==> config.mk <==
export PLATFORM = sky130hd
export DESIGN_NAME = fcfs_ready_queue
export DESIGN_NICKNAME = d
export VERILOG_FILES = /design/src/hdl/fcfsrq_pkg.sv /design/src/hdl/fcfs_ready_queue.sv /design/src/hdl/fcfsrq_link_ram.sv
export SDC_FILE = /design/constraint.sdc
export NUM_CORES = 1
export LEC_CHECK = 0
export ABC_AREA = 0
export BUFFER_PORTS_ARGS = -buffer_cell sky130_fd_sc_hd__buf_4
export CAP_MARGIN = 20
export CORE_ASPECT_RATIO = 1.75
export CORE_MARGIN = 2
export CORE_UTILIZATION = 50
export CTS_CLUSTER_DIAMETER = 60
export CTS_CLUSTER_SIZE = 28
export DETAILED_ROUTE_END_ITERATION = 8
export GPL_ROUTABILITY_DRIVEN = 0
export GPL_TIMING_DRIVEN = 0
export HOLD_SLACK_MARGIN = 0.1
export PLACE_DENSITY = 0.64
export SYNTH_ARGS = -nofsm -noshare
export SYNTH_HDL_FRONTEND = slang
export SYNTH_SLANG_ARGS = --single-unit
==> constraint.sdc <==
create_clock -name clock -period 8.8 [get_ports clock]
set_input_delay 0.88 -clock clock [delete_from_list [all_inputs] [get_ports clock]]
set_output_delay 0.88 -clock clock [all_outputs]
set_load 0.05 [all_outputs]
==> src/hdl/fcfsrq_pkg.sv <==
// ============================================================================
// fcfsrq_pkg
// Shared types and codes for the first-come-first-served ready queue.
// ============================================================================
package fcfsrq_pkg;

   // Process numbers as they appear on the ports.
   localparam int ID_W = 6;
   typedef logic [ID_W-1:0] id_type;

   // Default number of process slots.
   localparam int DEF_NUM_PROCS = 64;

   // Command codes.
   typedef logic [1:0] cmd_type;
   localparam cmd_type CMD_APPEND     = 2'd0;
   localparam cmd_type CMD_PUSH_FRONT = 2'd1;
   localparam cmd_type CMD_REMOVE     = 2'd2;
   localparam cmd_type CMD_PICK       = 2'd3;

   // Status codes.
   typedef logic [1:0] status_type;
   localparam status_type ST_DONE = 2'd0;
   localparam status_type ST_MISS = 2'd1;
   localparam status_type ST_DUP  = 2'd2;

endpackage

==> src/hdl/fcfs_ready_queue.sv <==
// Timing: append, insert at head, pick and a remove of an absent process give
// their result word in the cycle after acceptance. Removing a queued process
// reads its link in S_SUCC and, unless it is the head, walks links in S_WALK.
// Throughput: one request at a time; the next is taken once the result is
// registered. The walk reads one link per cycle through the link memory port.
// Reset: synchronous; the queue comes up empty, no queued marks, no clearing pass.
// ============================================================================
// fcfs_ready_queue
// Ready queue of process numbers kept as a singly linked list in a memory,
// with append, insert at head, remove by walking the list, and pick.
// ============================================================================
module fcfs_ready_queue
   import fcfsrq_pkg::*;
#(
   parameter int NUM_PROCS = DEF_NUM_PROCS
) (
   input  logic       clock,
   input  logic       reset,
   input  logic       req_valid,
   output logic       req_stall,
   input  cmd_type    req_command,
   input  id_type     req_proc_id,
   output logic       rsp_valid,
   input  logic       rsp_stall,
   output status_type rsp_status,
   output id_type     rsp_head_id,
   output logic       rsp_queue_empty
);

   // Only process numbers that fit on the port can ever be queued.
   localparam int DEPTH  = (NUM_PROCS < (1 << ID_W)) ? NUM_PROCS : (1 << ID_W);
   localparam int ADDR_W = $clog2(DEPTH);

   // Sequencer states.
   localparam logic [1:0] S_IDLE = 2'd0;
   localparam logic [1:0] S_SUCC = 2'd1;
   localparam logic [1:0] S_WALK = 2'd2;

   logic [1:0]       state_ff, state_in;
   id_type           head_ff, head_in;
   id_type           tail_ff, tail_in;
   logic             empty_ff, empty_in;
   logic [DEPTH-1:0] queued_ff, queued_in;
   id_type           pid_ff, pid_in;
   id_type           succ_ff, succ_in;
   id_type           prev_ff, prev_in;
   logic             rsp_valid_ff, rsp_valid_in;
   status_type       rsp_status_ff;
   id_type           rsp_head_ff;
   logic             rsp_empty_ff;

   logic              out_free;
   logic              req_accept;
   logic              id_ok;
   logic              is_marked;
   logic [ADDR_W-1:0] req_addr;
   logic              load;
   status_type        status;
   logic              wr_en;
   logic [ADDR_W-1:0] wr_addr;
   id_type            wr_data;
   logic              rd_en;
   logic [ADDR_W-1:0] rd_addr;
   id_type            rd_data;

   // Handshake on both channels.
   assign out_free   = !rsp_valid_ff || !rsp_stall;
   assign req_stall  = (state_ff != S_IDLE) || !out_free;
   assign req_accept = req_valid && !req_stall;

   // Decode of the requested process.
   assign id_ok     = int'(req_proc_id) < NUM_PROCS;
   assign req_addr  = ADDR_W'(req_proc_id);
   assign is_marked = id_ok && queued_ff[req_addr];

   // Command sequencer: inserts, picks and misses finish at once; removes of a queued process read links.
   always_comb begin
      state_in  = state_ff;
      head_in   = head_ff;
      tail_in   = tail_ff;
      empty_in  = empty_ff;
      queued_in = queued_ff;
      pid_in    = pid_ff;
      succ_in   = succ_ff;
      prev_in   = prev_ff;
      load      = 1'b0;
      status    = ST_DONE;
      wr_en     = 1'b0;
      wr_addr   = '0;
      wr_data   = '0;
      rd_en     = 1'b0;
      rd_addr   = '0;
      unique case (state_ff)
         S_IDLE: begin
            if (req_accept) begin
               unique case (req_command) inside
                  CMD_APPEND, CMD_PUSH_FRONT: begin
                     load = 1'b1;
                     if (!id_ok) begin
                        status = ST_MISS;
                     end else if (is_marked) begin
                        status = ST_DUP;
                     end else begin
                        queued_in[req_addr] = 1'b1;
                        if (empty_ff) begin
                           head_in  = req_proc_id;
                           tail_in  = req_proc_id;
                           empty_in = 1'b0;
                        end else if (req_command == CMD_APPEND) begin
                           wr_en   = 1'b1;
                           wr_addr = ADDR_W'(tail_ff);
                           wr_data = req_proc_id;
                           tail_in = req_proc_id;
                        end else begin
                           wr_en   = 1'b1;
                           wr_addr = req_addr;
                           wr_data = head_ff;
                           head_in = req_proc_id;
                        end
                     end
                  end
                  CMD_REMOVE: begin
                     if (!is_marked || empty_ff) begin
                        load   = 1'b1;
                        status = ST_MISS;
                     end else begin
                        // Fetch the successor of the process first.
                        rd_en    = 1'b1;
                        rd_addr  = req_addr;
                        pid_in   = req_proc_id;
                        state_in = S_SUCC;
                     end
                  end
                  default: begin
                     load   = 1'b1;
                     status = empty_ff ? ST_MISS : ST_DONE;
                  end
               endcase
            end
         end
         S_SUCC: begin
            if (head_ff == pid_ff) begin
               // Removing the head: the successor becomes the head.
               if (out_free) begin
                  load = 1'b1;
                  queued_in[ADDR_W'(pid_ff)] = 1'b0;
                  if (tail_ff == pid_ff) begin
                     empty_in = 1'b1;
                  end else begin
                     head_in = rd_data;
                  end
                  state_in = S_IDLE;
               end
            end else begin
               succ_in  = rd_data;
               prev_in  = head_ff;
               rd_en    = 1'b1;
               rd_addr  = ADDR_W'(head_ff);
               state_in = S_WALK;
            end
         end
         S_WALK: begin
            // Word on rd_data is the link of prev_ff.
            if (prev_ff == tail_ff) begin
               if (out_free) begin
                  load     = 1'b1;
                  status   = ST_MISS;
                  state_in = S_IDLE;
               end
            end else if (rd_data == pid_ff) begin
               if (out_free) begin
                  load = 1'b1;
                  queued_in[ADDR_W'(pid_ff)] = 1'b0;
                  if (tail_ff == pid_ff) begin
                     tail_in = prev_ff;
                  end else begin
                     wr_en   = 1'b1;
                     wr_addr = ADDR_W'(prev_ff);
                     wr_data = succ_ff;
                  end
                  state_in = S_IDLE;
               end
            end else begin
               prev_in = rd_data;
               rd_en   = 1'b1;
               rd_addr = ADDR_W'(rd_data);
            end
         end
         default: begin
            state_in = S_IDLE;
         end
      endcase
   end

   assign rsp_valid_in = load || (rsp_valid_ff && rsp_stall);

   // Control state.
   always_ff @(posedge clock) begin
      if (reset) begin
         state_ff     <= S_IDLE;
         head_ff      <= '0;
         tail_ff      <= '0;
         empty_ff     <= 1'b1;
         queued_ff    <= '0;
         rsp_valid_ff <= 1'b0;
      end else begin
         state_ff     <= state_in;
         head_ff      <= head_in;
         tail_ff      <= tail_in;
         empty_ff     <= empty_in;
         queued_ff    <= queued_in;
         rsp_valid_ff <= rsp_valid_in;
      end
   end

   // Walk registers and the result word.
   always_ff @(posedge clock) begin
      pid_ff  <= pid_in;
      succ_ff <= succ_in;
      prev_ff <= prev_in;
      if (load) begin
         rsp_status_ff <= status;
         rsp_head_ff   <= empty_in ? '0 : head_in;
         rsp_empty_ff  <= empty_in;
      end
   end

   fcfsrq_link_ram #(
      .DEPTH  (DEPTH),
      .ADDR_W (ADDR_W)
   ) u_link_ram (
      .clock   (clock),
      .wr_en   (wr_en),
      .wr_addr (wr_addr),
      .wr_data (wr_data),
      .rd_en   (rd_en),
      .rd_addr (rd_addr),
      .rd_data (rd_data)
   );

   assign rsp_valid       = rsp_valid_ff;
   assign rsp_status      = rsp_status_ff;
   assign rsp_head_id     = rsp_head_ff;
   assign rsp_queue_empty = rsp_empty_ff;

endmodule

==> src/hdl/fcfsrq_link_ram.sv <==
// ============================================================================
// fcfsrq_link_ram
// Successor-link store of the ready queue: one write port and one read port,
// read data registered and held while no read is issued.
// ============================================================================
module fcfsrq_link_ram
   import fcfsrq_pkg::*;
#(
   parameter int DEPTH  = DEF_NUM_PROCS,
   parameter int ADDR_W = $clog2(DEF_NUM_PROCS)
) (
   input  logic              clock,
   input  logic              wr_en,
   input  logic [ADDR_W-1:0] wr_addr,
   input  id_type            wr_data,
   input  logic              rd_en,
   input  logic [ADDR_W-1:0] rd_addr,
   output id_type            rd_data
);

   id_type link_mem [DEPTH];
   id_type rd_data_ff;

   // Write port.
   always_ff @(posedge clock) begin
      if (wr_en) begin
         link_mem[wr_addr] <= wr_data;
      end
   end

   // Registered read port; the last word stays until the next read.
   always_ff @(posedge clock) begin
      if (rd_en) begin
         rd_data_ff <= link_mem[rd_addr];
      end
   end

   assign rd_data = rd_data_ff;

endmodule

==> impl_metrics.ini, run 1 <==
[power]
p_leak_uw = 0.00875
ir_drop_mv = 0.190
cellPowerDensity_nw_per_um2 = 188

[clock_network]
clk_pin_slew_ns = 0.10
clk_path_buf_depth = 3
clk_latency_ns = 0.62
cts_setup_buffers = 0
cts_tree = yes
htreeDepth = 1
cts.repair.resized = 0
numCtsBuffers = 27
hold_buffers = 0
clockRootBuffer = clkbuf_16
clock_sinks = 497

[timing]
hold_violations = 0
max_freq_mhz = 171
setup_tns_ns = 0
final_max_slew_viol_count = 0
rsz0062_at_grt = false
fin_crit_sh = 0.664
post-route-min-period_ns = 5.84
skew_ns = 0.0319
worst_pin_slew_ns = 1.21
finalSetupViolCount = 0
relSlewSlack = 0.190

[die]
coreArea_sq_um = 44000
die_h_microns = 283
initial_core_util = 0.504
pin_count = 23
die-width_microns = 163
dieArea_sq_um = 46200
rows = 102

[run]
cap_viol_max_count = 0

[grt]
grt_use_met1 = 0.297
overflow = 0
grt_usage = 0.308
grt_max_degree = 41
grtUsageMet3 = 0.0558
grt_first_pass_wirelength_mm = 102
grt_most_used_layer = met2
antenna_found_initial = 1
first_global_vias = 16000
met2_usage = 0.560

[setup_path]
crit_fanout = 10
worstSetupPathType = in2reg
cp.arrival_ns = 6.09
cp-end-kind = register
max_stage_delay_ns = 0.81
cp.required_ns = 9.05
crit_top_cell = buf_2
critPathSlowestCell = nor2_1
crit_chain = buf_4 -> buf_4 -> buf_2 -> buf_2 -> a21oi_1 -> o41ai_1 -> and4_1 -> nand4_1 -> or2_1 -> buf_2 -> clkbuf_1 -> o21ai_0 -> nand2_1 -> nor2_1
cp-start-kind = input port

[layout]
n_antenna_cell = 0
drive_gt1_frac = 0.122
seqCellArea_sq_um = 14100
multi_input_area_sq_um = 7460
area_growth_pct = 9.41
nFillCells = 3707
fin_nets = 1918
final_area_sq_um = 24300

[yosys]
async_flop_share = 0
synth_area_leaders = edfxtp_1 (56%), dfxtp_1 (7.2%), mux2i_1 (5.9%), nand2_1 (3.9%), a21oi_1 (2.9%)
synth_top_family_by_area = simple AND/OR/NAND/NOR gates
syn_area_sq_um = 22200
yosys.area.top_type = edfxtp_1
yosys_warnings = 0
synthCells = 1838
ys.flop_type = edfxtp_1
yosysMostFrequentCell = edfxtp_1
synth_area_per_cell_sq_um = 12.1
ys_seq_elements = 497
synth_nets = 1854
synth-edff-count = 417
yosys.area.top_type_share = 0.564
ys_seq_area_frac = 0.636
synthMuxAreaShare = 0.0824
synth.cells.most_frequent = edfxtp_1 (417), nand2_1 (229), nor2_1 (158), a21oi_1 (130), mux2i_1 (130)
synth_compound_area_frac = 0.110
synth_fa_ha_area_frac = 0.00225
synth_xor_area_frac = 0.00946
synth-simple-area-share = 0.129
ys_types = 82

[drt]
antenna_left = 0
firstDrtPassIters = 6
via_per_inst = 6.38
wl_per_cell_microns = 28.6
drc = 0
drt-initial-drc-count = 1405
vias = 15900
wl_mm = 71.2

[min_path]
hold_class = reg2reg

[placed_design]
placement.io_buffers = 21
placed_area_sq_um = 23400
place_hpwl_mm = 51.8

[status]
status = completed
==> cells by family (layout without fill, tap and decap cells) <==
logic type | count (synthesis) | in the layout
XOR/XNOR | 24 | 24
AND/OR/NAND/NOR | 627 | 627
flip-flops | 497 | 497
AO/OA/AOI/OAI | 376 | 376
adder cells (fa/ha/maj) | 4 | 4
multiplexers | 171 | 171
buffers and inverters | 139 | 220
==> worst paths after layout <==
check / startpoint / end / slack, ns / depth (start not counted)
max: req_proc_id[1] / u_link_ram.link_mem[47][5] / 2.96 / 14
max reg2reg: pid_ff[2] / u_link_ram.link_mem[47][5] / 3.53 / 12
min: queued_ff[24] / queued_ff[24] / 0.48 / 2
min reg2reg: queued_ff[24] / queued_ff[24] / 0.48 / 2
==> metrics by stage <==
| step | power [uW] | utilization | hold WS [ns] | worst slack [ns] | std cells |
|---|---|---|---|---|---|
| finish | 4560 | 0.552 | 0.482 | 2.96 | 2491 |
| global route | 4670 | 0.552 | 0.494 | 2.92 | 2491 |
| CTS | 4560 | 0.552 | 0.475 | 3.18 | 2491 |
| detailed placement | 3140 | 0.531 | 0.465 | 2.56 | 2445 |
| global placement | 3130 | 0.524 | 0.458 | -2.97 | 2431 |
| floorplan | 2950 | - | 0.449 | 2.63 | 1838 |
==> where the power goes <==
part           internal [uW]  total [uW]  switching (uW)
logic                    143         484             341
registers               2570        2620            50.0
clock network            615        1460             846
==> cell usage in the layout (no fill, tap or decap), drive strengths merged, types with 11 or more instances in the layout <==
cell type	instances
or2	17
dfxtp	80
a21oi	130
nand2	229
nand3	61
mux2	35
nor2	160
mux2i	130
o21ai	89
nor3	65
edfxtp	417
or3	20
o22ai	29
a31oi	11
buf	115
nand3b	17
xor2	20
and2	12
inv	26
clkbuf	73
a221oi	13
==> critical path, delay by kind of cell <==
family                 cells  cell delay (ns)
buffers and inverters      6             1.60
and+or+nand+nor            5             2.50
AOI/OAI and AO/OA          3             1.09
==> registers in the layout, summed over array words and instances, names as in the netlist <==
name                 count
head_ff                  6
succ_ff                  6
state_ff                 2
empty_ff                 1
u_link_ram.rd_data       6
prev_ff                  6
rsp_status               2
pid_ff                   6
tail_ff                  6
rsp_head_id              6
queued_ff               64
rsp_queue_empty          1
u_link_ram.link_mem    384
rsp_valid                1
==> layout make-up <==
class / count / area share
clock buffer: 30 / 0.0283
buffer: 123 / 0.0262
tap: 572 / 0.0295
clock inverter: 16 / 0.00896
multi-input combinational: 1202 / 0.307
inverter: 16 / 0.00247
sequential: 497 / 0.581
timing repair buffer: 35 / 0.0164
==> routing by layer <==
metal  wire length, microns  vias up  share of wire
met5                     13        -        0.00018
met4                   7170        2           0.10
met3                   4630      333          0.065
met2                  36800      784           0.52
met1                  22500     7776           0.32
li1                       -     6990              -
(Power assumes the default switching activity.)
==> run 2, diff against run 1 <==
==> constraint.sdc (replaced) <==
create_clock -name clock -period 5.5 [get_ports clock]
set_input_delay 0.55 -clock clock [delete_from_list [all_inputs] [get_ports clock]]
set_output_delay 0.55 -clock clock [all_outputs]
set_load 0.05 [all_outputs]
==> impl_metrics.ini, run 2 (synthesis gave the netlist of run 1 again) <==
[timing]
fin_crit_sh = 0.996
finalSetupViolCount = 0
setup_tns_ns = 0
whs_ns = 0.168
worst_pin_slew_ns = 1.20
rsz0062_at_grt = true
max_freq_mhz = 183
final_max_slew_viol_count = 0
relSlewSlack = 0.196
post-route-min-period_ns = 5.48
hold_violations = 0
skew_ns = 0.0344

[placed_design]
place_hpwl_mm = 51.8
placement.io_buffers = 21

[power]
p_sw_uw = 1980
pwr-share-comb = 0.106
ir_drop_mv = 0.306
clkPwrFrac = 0.320
cellPowerDensity_nw_per_um2 = 301
cell_internal_pwr_uw = 5320
power_uw = 7300
power_frac_seq = 0.574
switching_share = 0.271
p_leak_uw = 0.00875

[setup_path]
worstSetupPathType = in2reg
crit_fanout = 10
cp-start-kind = input port
crit_end = u_link_ram.link_mem[43][2]
cp.required_ns = 5.74
r2r-start = pid_ff[2]
reg2reg_setup_slack_ns = 0.31
cp-end-kind = register
r2r_end = u_link_ram.link_mem[15][5]
cp.arrival_ns = 5.71
cp-startpoint = req_proc_id[1]
reg2reg_depth = 12

[run]
cap_viol_max_count = 0

[grt]
met2_usage = 0.558
grt_most_used_layer = met2
grt_first_pass_wirelength_mm = 102
antenna_found_initial = 1
grt_usage = 0.308
first_global_vias = 15900
grtUsageMet3 = 0.0552
grt_max_degree = 41
grt_use_met1 = 0.298
overflow = 0

[min_path]
hold_class = in2reg

[drt]
vias = 15800
wl_mm = 71.2
via_per_inst = 6.35
wl_per_cell_microns = 28.6
drc = 0
drt-initial-drc-count = 1510
firstDrtPassIters = 6
antenna_left = 0

[clock_network]
clock_sinks = 497
numCtsBuffers = 27
htreeDepth = 1
clk_path_buf_depth = 3
cts_tree = yes
clockRootBuffer = clkbuf_16
clk_pin_slew_ns = 0.10
clk_latency_ns = 0.63

[die]
dieArea_sq_um = 46200
rows = 102
initial_core_util = 0.504
coreArea_sq_um = 44000
die_h_microns = 283
die-width_microns = 163
pin_count = 23

[layout]
n_antenna_cell = 0
largest_register_ffs = 384
area_growth_pct = 9.42
final_cell_mix = edfxtp_1 (417), nand2_1 (229), nor2_1 (157)
fin_nets = 1918
largest-register = u_link_ram.link_mem
top_regs = u_link_ram.link_mem: 384 flops, queued_ff: 64 flops
drive_gt1_frac = 0.123
final_common_cell = edfxtp_1

[status]
status = completed
==> run 2: cell types whose count changed in the layout (fill, tap and decap cells not counted) <==
cell	change
nor2_2	+1
nor2_1	-1
==> run 2: layout make-up <==
| class | instances | area, sq um |
|---|---|---|
| plain buffers | 123 | 637 |
| well taps | 572 | 716 |
| flip-flops and latches | 497 | 14100 |
| clock buffers | 30 | 687 |
| clock inverters | 16 | 218 |
| inverters | 16 | 60.1 |
| multi-input cells | 1202 | 7460 |
| repair buffers | 35 | 398 |
| fillers | 3706 | 19700 |
==> run 2: power by group through the flow <==
stage / clock network, uW / registers [uW] / logic (uW)
final: 2340 / 4190 / 774
after global routing: 2470 / 4190 / 815
after CTS: 2360 / 4190 / 755
after detailed placement: 0 / 4270 / 752
after global placement: 0 / 4280 / 731
after floorplan: 0 / 4280 / 446
==> run 2: per-layer routing <==
layer  wire length [microns]  vias to the layer above  part of all wire
li1                        -                     6973                 -
met1                   22700                     7762              0.32
met2                   36800                      733              0.52
met3                    4390                      346             0.062
met4                    7330                        2              0.10
met5                      11                        -           0.00015
==> run 2: worst min-delay path by stage <==
stage / start / endpoint / cells past startpoint
floorplan: queued_ff[50] / queued_ff[50] / 2
global route: req_proc_id[4] / pid_ff[4] / 1
global placement: queued_ff[48] / queued_ff[48] / 2
detailed placement: queued_ff[24] / queued_ff[24] / 2
CTS: req_proc_id[5] / pid_ff[5] / 1
finish: req_proc_id[5] / pid_ff[5] / 1
==> run 2: critical path, cell delays in order <==
cell and delay [ns]:
buf_4 0.15, buf_4 0.23, buf_2 0.28, buf_2 0.38, a21oi_1 0.08, o41ai_1 0.65
and4_1 0.53, nand4_1 0.35, or2_1 0.33, buf_2 0.17, clkbuf_1 0.39, o21ai_0 0.39
nand2_1 0.47, nor2_1 0.76
==> run 2: stage by stage <==
stage / cells / util / setup WS, ns / instance area, sq um
CTS: 2491 / 0.552 / 0.209 / 24300
global placement: 2431 / 0.524 / -5.94 / 23100
global route: 2491 / 0.552 / -0.0280 / 24300
detailed placement: 2445 / 0.531 / -0.405 / 23400
floorplan: 1838 / - / -0.344 / 22200
finish: 2491 / 0.552 / 0.0238 / 24300
==> run 2: what timing repair did <==
item | CTS | global route
setup buffers | 0 | 0
resized for setup | 0 | 1
setup endpoints to repair | 0 | 11
hold buffers | 0 | 0
==> run 3, diff against run 2 <==
--- a/config.mk
+++ b/config.mk
@@ -18,6 +18,7 @@
 export GPL_TIMING_DRIVEN = 0
 export HOLD_SLACK_MARGIN = 0.1
 export PLACE_DENSITY = 0.64
+export REMOVE_ABC_BUFFERS = 1
 export SYNTH_ARGS = -nofsm -noshare
 export SYNTH_HDL_FRONTEND = slang
 export SYNTH_SLANG_ARGS = --single-unit
==> impl_metrics.ini, run 3 (synthesis gave the netlist of run 1 again) <==
[placed_design]
place_hpwl_mm = 40.3
placement.io_buffers = 22
place_ws_ns = -1.08
dp.cells = 2343

[status]
status = completed

[layout]
drive_gt1_frac = 0.106
largest-register = u_link_ram.link_mem
final_cell_mix = edfxtp_1 (417), nand2_1 (229), nor2_1 (157)
top_regs = u_link_ram.link_mem: 384 flops, queued_ff: 64 flops
fin_nets = 1814
multi_input_area_sq_um = 7520
largest_register_ffs = 384
nFillCells = 3669
area_growth_pct = 7.95
seqCellArea_sq_um = 14100
n_antenna_cell = 0
final_common_cell = edfxtp_1
fin_cells = 2381

[setup_path]
cp-end-kind = register
r2r-start = pid_ff[1]
worstSetupPathType = in2reg
reg2reg_setup_slack_ns = 0.33
crit_fanout = 52
cp.required_ns = 5.78
r2r_end = u_link_ram.rd_data[2]
cp.arrival_ns = 5.66
cp-start-kind = input port
cp-startpoint = req_proc_id[0]
reg2reg_depth = 14
crit_end = u_link_ram.rd_data[2]

[power]
power_uw = 7060
p_leak_uw = 0.00850
ir_drop_mv = 0.217
cellPowerDensity_nw_per_um2 = 295

[timing]
whs_ns = 0.336
rsz0062_at_grt = false
finalSetupViolCount = 0
setup_tns_ns = 0
hold_violations = 0
fin_crit_sh = 0.979
relSlewSlack = 0.249
worst_pin_slew_ns = 1.13
setup_slack_ns = 0.117
max_freq_mhz = 186
final_max_slew_viol_count = 0
post-route-min-period_ns = 5.38
skew_ns = 0.0297

[clock_network]
clk_path_buf_depth = 3
clk_pin_slew_ns = 0.10
htreeDepth = 1
clockRootBuffer = clkbuf_16
hold_buffers = 0
clk_latency_ns = 0.59
cts_setup_buffers = 0
numCtsBuffers = 24
cts_tree = yes
clock_sinks = 497

[grt]
grt_max_degree = 81
antenna_found_initial = 0
grt_usage = 0.255
grt_first_pass_wirelength_mm = 87.9
overflow = 0
first_global_vias = 14600

[min_path]
hold_class = in2reg
hold_path_depth = 2

[drt]
antenna_left = 0
drt-initial-drc-count = 1309
firstDrtPassIters = 5
vias = 14900
drc = 0
wl_mm = 59.7
wl_per_cell_microns = 25.1
via_per_inst = 6.26

[die]
rows = 102
die_h_microns = 283
pin_count = 23
dieArea_sq_um = 46200
coreArea_sq_um = 44000
die-width_microns = 163
initial_core_util = 0.504

[run]
cap_viol_max_count = 0
run 3: stage by stage:
step	util	cell area, sq um
final	0.545	24000
after CTS	0.544	24000
after detailed placement	0.525	23100
after global placement	0.510	22500
after global routing	0.545	24000
after floorplan	-	21600
run 3: routing by layer:
layer,routed length [microns],up-vias,track usage
met3,2790,178,0.0248
met1,21400,7407,0.286
li1,-,6768,-
met2,31400,558,0.464
met5,0,-,0
met4,4090,0,0.159
run 3: power breakdown:
part | switching (uW) | total (uW) | internal, uW
combinational | 485 | 704 | 219
sequential | 69.2 | 4180 | 4110
clock | 1220 | 2180 | 959
total | 1780 | 7060 | 5290
run 3: worst min-delay path by stage:
| stage | from | to | slack [ns] |
|---|---|---|---|
| 2_1_floorplan | queued_ff[0] | queued_ff[0] | 0.44 |
| 3_3_place_gp | queued_ff[58] | queued_ff[58] | 0.46 |
| 3_5_place_dp | queued_ff[17] | queued_ff[17] | 0.47 |
| 4_1_cts | req_command[1] | rsp_status[1] | 0.31 |
| 5_1_grt | req_command[1] | rsp_status[1] | 0.33 |
| 6_report | req_command[1] | rsp_status[1] | 0.34 |
run 3: cell type report:
class / instances / share of cell area
clock buffer: 26 / 0.0262
inverter: 16 / 0.00266
clock inverter: 11 / 0.00705
timing repair buffer: 56 / 0.0314
multi-input combinational: 1203 / 0.314
sequential: 497 / 0.589
tap: 572 / 0.0299
run 3: critical path: stages:
cell and delay [ns]:
buf_4 0.50, nand3b_1 0.20, a21oi_1 0.09, o41ai_2 0.78
and4_1 0.50, a31oi_1 0.32, nor2_4 0.56, buf_12 0.28
nand2_1 0.47, o221ai_1 0.40, o22ai_1 0.11, a21oi_1 0.57
o2111ai_1 0.27
run 3: repair_timing:
item	4_1_cts	5_1_grt
pin swaps	0	1
endpoints found under the setup margin	39	262
gates cloned	0	1
gates resized for setup	2	5
